## src/design/boyer_moore_shift_tables_assert.svh

```systemverilog
// assertion macros for the shift table block
`ifndef BOYER_MOORE_SHIFT_TABLES_ASSERT_SVH
`define BOYER_MOORE_SHIFT_TABLES_ASSERT_SVH

`ifndef SYNTHESIS
`define BMST_ASSERT_SAME(lbl, clk, rstn, ante, cons, msg) \
  lbl: assert property (@(posedge clk) disable iff (!rstn) (ante) |-> (cons)) \
    else $error(msg);
`define BMST_ASSERT_NEXT(lbl, clk, rstn, ante, cons, msg) \
  lbl: assert property (@(posedge clk) disable iff (!rstn) (ante) |=> (cons)) \
    else $error(msg);
`else
`define BMST_ASSERT_SAME(lbl, clk, rstn, ante, cons, msg)
`define BMST_ASSERT_NEXT(lbl, clk, rstn, ante, cons, msg)
`endif

`endif

```

## src/design/bmst_pkg.sv

```systemverilog
package bmst_pkg;

  localparam int MAX_PATTERN_DEF   = 64;
  localparam int ALPHABET_SIZE_DEF = 256;
  localparam int SYMBOL_W          = 8;
  localparam int POSITION_W        = 6;
  localparam int OP_W              = 2;
  localparam int VALUE_W           = 17;
  localparam int BONUS_W           = 16;
  localparam logic [BONUS_W-1:0] BONUS_RESET = 16'd1024;

  localparam logic [OP_W-1:0] OP_LOAD  = 2'd0;
  localparam logic [OP_W-1:0] OP_SKIP  = 2'd1;
  localparam logic [OP_W-1:0] OP_SHIFT = 2'd2;

  // controller to datapath
  typedef struct packed {
    logic load;
    logic lk_issue;
    logic lk_shift;
    logic out_load;
    logic fill_start;
    logic fill_step;
    logic pass_start;
    logic pass_rd;
    logic pass_ls;
    logic pass_wr;
    logic sf_start;
    logic sf_edge_wr;
    logic sf_init_rd;
    logic sf_d_set;
    logic sf_wr;
    logic sf_cmp_rd;
    logic sf_cmp;
    logic set_ready;
  } bmst_cmd_t;

  // datapath to controller
  typedef struct packed {
    logic fill_last;
    logic pass_end;
    logic sf_j_done;
    logic sf_k_end;
    logic sf_end;
  } bmst_sts_t;

endpackage

```

## src/design/bmst_ctrl.sv

```systemverilog
module bmst_ctrl
  import bmst_pkg::*;
(
  input  logic            clk,
  input  logic            rst_n,
  input  logic            in_tvalid,
  output logic            in_tready,
  input  logic [OP_W-1:0] in_op,
  input  logic            in_last,
  output logic            out_tvalid,
  input  logic            out_tready,
  input  bmst_sts_t       sts,
  output bmst_cmd_t       cmd
);

  localparam logic [3:0] ST_IDLE   = 4'd0;
  localparam logic [3:0] ST_LOOK   = 4'd1;
  localparam logic [3:0] ST_FILL   = 4'd2;
  localparam logic [3:0] ST_PASS_A = 4'd3;
  localparam logic [3:0] ST_PASS_B = 4'd4;
  localparam logic [3:0] ST_PASS_C = 4'd5;
  localparam logic [3:0] ST_SF_A   = 4'd6;
  localparam logic [3:0] ST_SF_B   = 4'd7;
  localparam logic [3:0] ST_SF_C   = 4'd8;
  localparam logic [3:0] ST_SF_D   = 4'd9;

  logic [3:0] state_r, state_nxt;
  logic       out_valid_r, out_valid_nxt;
  logic       acc;

  assign in_tready  = (state_r == ST_IDLE) && !out_valid_r;
  assign out_tvalid = out_valid_r;
  assign acc        = in_tvalid && in_tready;

  always_comb begin
    state_nxt = state_r;
    cmd       = '0;
    case (state_r)
      ST_IDLE: begin
        if (acc) begin
          case (in_op)
            OP_LOAD: begin
              cmd.load = 1'b1;
              if (in_last) begin
                cmd.fill_start = 1'b1;
                state_nxt      = ST_FILL;
              end
            end
            OP_SKIP, OP_SHIFT: begin
              cmd.lk_issue = 1'b1;
              cmd.lk_shift = (in_op == OP_SHIFT);
              state_nxt    = ST_LOOK;
            end
            default: ;
          endcase
        end
      end
      ST_LOOK: begin
        cmd.out_load = 1'b1;
        state_nxt    = ST_IDLE;
      end
      ST_FILL: begin
        cmd.fill_step = 1'b1;
        if (sts.fill_last) begin
          cmd.pass_start = 1'b1;
          state_nxt      = ST_PASS_A;
        end
      end
      ST_PASS_A: begin
        if (sts.pass_end) begin
          cmd.sf_start = 1'b1;
          state_nxt    = ST_SF_A;
        end else begin
          cmd.pass_rd = 1'b1;
          state_nxt   = ST_PASS_B;
        end
      end
      ST_PASS_B: begin
        cmd.pass_ls = 1'b1;
        state_nxt   = ST_PASS_C;
      end
      ST_PASS_C: begin
        cmd.pass_wr = 1'b1;
        state_nxt   = ST_PASS_A;
      end
      ST_SF_A: begin
        if (sts.sf_j_done) begin
          cmd.set_ready = 1'b1;
          state_nxt     = ST_IDLE;
        end else if (sts.sf_k_end) begin
          cmd.sf_edge_wr = 1'b1;
        end else begin
          cmd.sf_init_rd = 1'b1;
          state_nxt      = ST_SF_B;
        end
      end
      ST_SF_B: begin
        cmd.sf_d_set = 1'b1;
        state_nxt    = ST_SF_C;
      end
      ST_SF_C: begin
        if (sts.sf_end) begin
          cmd.sf_wr = 1'b1;
          state_nxt = ST_SF_A;
        end else begin
          cmd.sf_cmp_rd = 1'b1;
          state_nxt     = ST_SF_D;
        end
      end
      ST_SF_D: begin
        cmd.sf_cmp = 1'b1;
        state_nxt  = ST_SF_C;
      end
      default: state_nxt = ST_IDLE;
    endcase
  end

  always_comb begin
    out_valid_nxt = out_valid_r;
    if (cmd.out_load) begin
      out_valid_nxt = 1'b1;
    end else if (out_tready) begin
      out_valid_nxt = 1'b0;
    end
  end

  always_ff @(posedge clk) begin
    if (!rst_n) begin
      state_r     <= ST_IDLE;
      out_valid_r <= 1'b0;
    end else begin
      state_r     <= state_nxt;
      out_valid_r <= out_valid_nxt;
    end
  end

endmodule

```

## config.mk

```make
export PLATFORM = sky130hd
export DESIGN_NAME = bmst_ctrl
export DESIGN_NICKNAME = d
export VERILOG_FILES = /design/src/design/boyer_moore_shift_tables_assert.svh /design/src/design/bmst_pkg.sv /design/src/design/bmst_ctrl.sv
export SDC_FILE = /design/constraint.sdc
export NUM_CORES = 1
export LEC_CHECK = 0
export BUFFER_PORTS_ARGS = -buffer_cell sky130_fd_sc_hd__clkbuf_2
export CELL_PAD_IN_SITES_DETAIL_PLACEMENT = 0
export CELL_PAD_IN_SITES_GLOBAL_PLACEMENT = 1
export CORE_MARGIN = 8
export CORE_UTILIZATION = 24
export CTS_CLUSTER_DIAMETER = 200
export DETAILED_ROUTE_END_ITERATION = 12
export PLACE_DENSITY_LB_ADDON = 0.08
export SKIP_CTS_REPAIR_TIMING = 1
export SYNTH_ARGS = -nofsm -noshare
export SYNTH_HDL_FRONTEND = slang
export SYNTH_SLANG_ARGS = --single-unit
```

## constraint.sdc

```tcl
create_clock -name clk -period 1.6 [get_ports clk]
set_clock_uncertainty 0.05 [all_clocks]
set_input_delay 0.32 -clock clk [delete_from_list [all_inputs] [get_ports clk]]
set_output_delay 0.32 -clock clk [all_outputs]
set_load 0.02 [all_outputs]
```

==> results.toml <==
[status]
status = "finished, violations left"
violations = "setup timing"

[power_and_ir_drop]
p_leak_uw = 0.000601
power.density_nw_per_um2 = 1580
ir_drop_mv = 0.838

[die]
die_width_um = 64.8
core-area_um2 = 2230
die-area_um2 = 4190
ios = 32
start_util_pct = 25.5
std_cell_rows = 17
die_h_um = 64.8

[setup_path]
required_ns = 1.23
cp_cell_sequence = "or3b_4 -> nor2_1 -> nand2_1 -> inv_1 -> buf_6"
setup.worst_path.start_class = "flop"
crit_arrival_ns = 1.34
crit_type = "flop to output pin"
critical_path.slowest_cell = "or3b_4"
end_kind = "output pin"
critPathMaxFanout = 4
critPathBufInv = 2
slowest_delay_ns = 0.42
cpLargestDelayFamily = "simple AND/OR/NAND/NOR gates"

[sta]
postLayoutSetupSlackWorst_ns = -0.106
min_period_over_period_pct = 107
fin_hold_ws_ns = 0.302
worst-slew-pin-transition_ns = 0.320
slew_headroom_pct = 78.4
hold_viol = 0
fmax_mhz = 586
rsz0062_at_grt = "true"
drv_slew = 0
setup_viol = 15
fin_crit_ns = 1.71

[synth]
syn-num-nets = 92
async_flop_share_pct = 0
synth_top_cell_area_share_pct = 17.5
ys.flop_type = "dfxtp_1"
synth_cell_types = 33
synth_common_cells = "nor2_1, inv_1, dfxtp_1, nor3_1"
syn_area_per_cell_um2 = 7.31
synth-edff-count = 0
yosys_register_bits = 5
synth_cells = 78
yosys.cell_count.top_type = "nor2_1"
synth.area.top_cells = "dfxtp_1, nor2_1, buf_6"
synth-warning-count = 0
yosysSeqAreaShare_pct = 17.5
netlist_area_um2 = 571
synth_area_leader_cell = "dfxtp_1"

[cts]
worstSkewPairLatency_ns = 0.24
cts_tree = "done"
numCtsBuffers = 3
cts_buffer_depth = 2
htree_num_levels = 1
numClockSinks = 5
cts-root-buf = "clkbuf_4"
clk_pin_slew_ns = 0.05

[cells_and_area]
final_layout_size_suffix_gt1_share_pct = 69.6
n_antenna_cell = 0
syn_to_final_growth_pct = 113
nets = 150
post-route-util_pct = 54.3

[global_route]
grtUsageTotal_pct = 8.83
grt_max_degree = 11
overflow = 0
grt_pass1_vias = 706
grt_first_pass_wirelength_um = 3020
antenna_found_initial = 0

[route]
dr.pass1.iters = 4
wl_um = 2210
wl_per_cell_um = 13.6
post_drt_via_cell_ratio = 4.70
ant_nets = 0
drc = 0
vias = 766
drtIter0Drc = 22

[job]
max_cap_violations = 0

[hold_path]
hold_path_class = "input pin to flop"

[placed_design]
port-buffer-count = 31
place_congestion = 0.834
post-dp-hpwl_um = 1620
[routing by layer]
metal  vias up  wire length [um]  global-route usage, %
met2        28              1130                   15.3
li1        385                 -                      -
met5         -                 0                      0
met4         0                 0                   1.63
met1       353               853                   9.12
met3         0               227                   5.15
[cells by family after synthesis]
| family | Yosys count | synth area share (%) |
|---|---|---|
| adder cells (fa/ha/maj) | 2 | 4.39 |
| buffers and inverters | 13 | 13.8 |
| AO/OA/AOI/OAI | 16 | 22.2 |
| AND/OR/NAND/NOR | 41 | 40.3 |
| multiplexers | 1 | 1.75 |
| flip-flops | 5 | 17.5 |
[placed cells by master, fill, tap and decap left out, drive strengths merged, types with 2 or more instances in the layout]
cell     n
clkbuf  16
o211a    2
nand2    4
a21oi    2
ha       2
nand2b   3
and2     4
nor2    12
dfxtp    5
buf     46
nor2b    2
o21ai    3
inv      7
a31oi    3
nor3b    2
or3      2
and3     2
nor3     6
[final timing paths]
kind	from	end	slack, ns	cells after the start
worst max register to register	state_r[1]	state_r[2]	0.06	5
worst min-delay path	rst_n	out_tvalid	0.30	2
worst max-delay path	state_r[1]	cmd[3]	-0.11	5
worst min register to register	out_tvalid	out_tvalid	0.64	2
[state kept, by name, summed over array words and instances (netlist names)]
register	flops
out_tvalid	1
state_r	4
[where the power goes]
| group | internal, uW | leakage [uW] | switching, uW |
|---|---|---|---|
| registers | 179 | 0.0000423 | 60.8 |
| logic | 797 | 0.000544 | 732 |
| clock network | 94.4 | 0.0000150 | 53.4 |
[layout make-up]
type | instances | area, um^2
Fill cell | 210 | 1020
Multi-Input combinational cell | 60 | 526
Timing Repair Buffer | 58 | 484
Sequential cell | 5 | 106
Inverter | 8 | 36.3
Tap cell | 28 | 35.0
Clock buffer | 4 | 26.3
[stage by stage]
step | area (um^2) | power (uW) | cells | setup TNS, ns | setup slack (ns)
after detailed placement | 870 | 1200 | 151 | -0.451 | -0.123
after floorplan | 571 | 840 | 78 | -0.0221 | -0.0203
after global routing | 1210 | 2040 | 163 | -1.77 | -0.178
after CTS | 896 | 1360 | 155 | -2.95 | -0.269
after global placement | 870 | 1210 | 151 | -0.420 | -0.114
final | 1210 | 1920 | 163 | -0.807 | -0.106
Note: power is estimated with default switching activity, not from simulation.
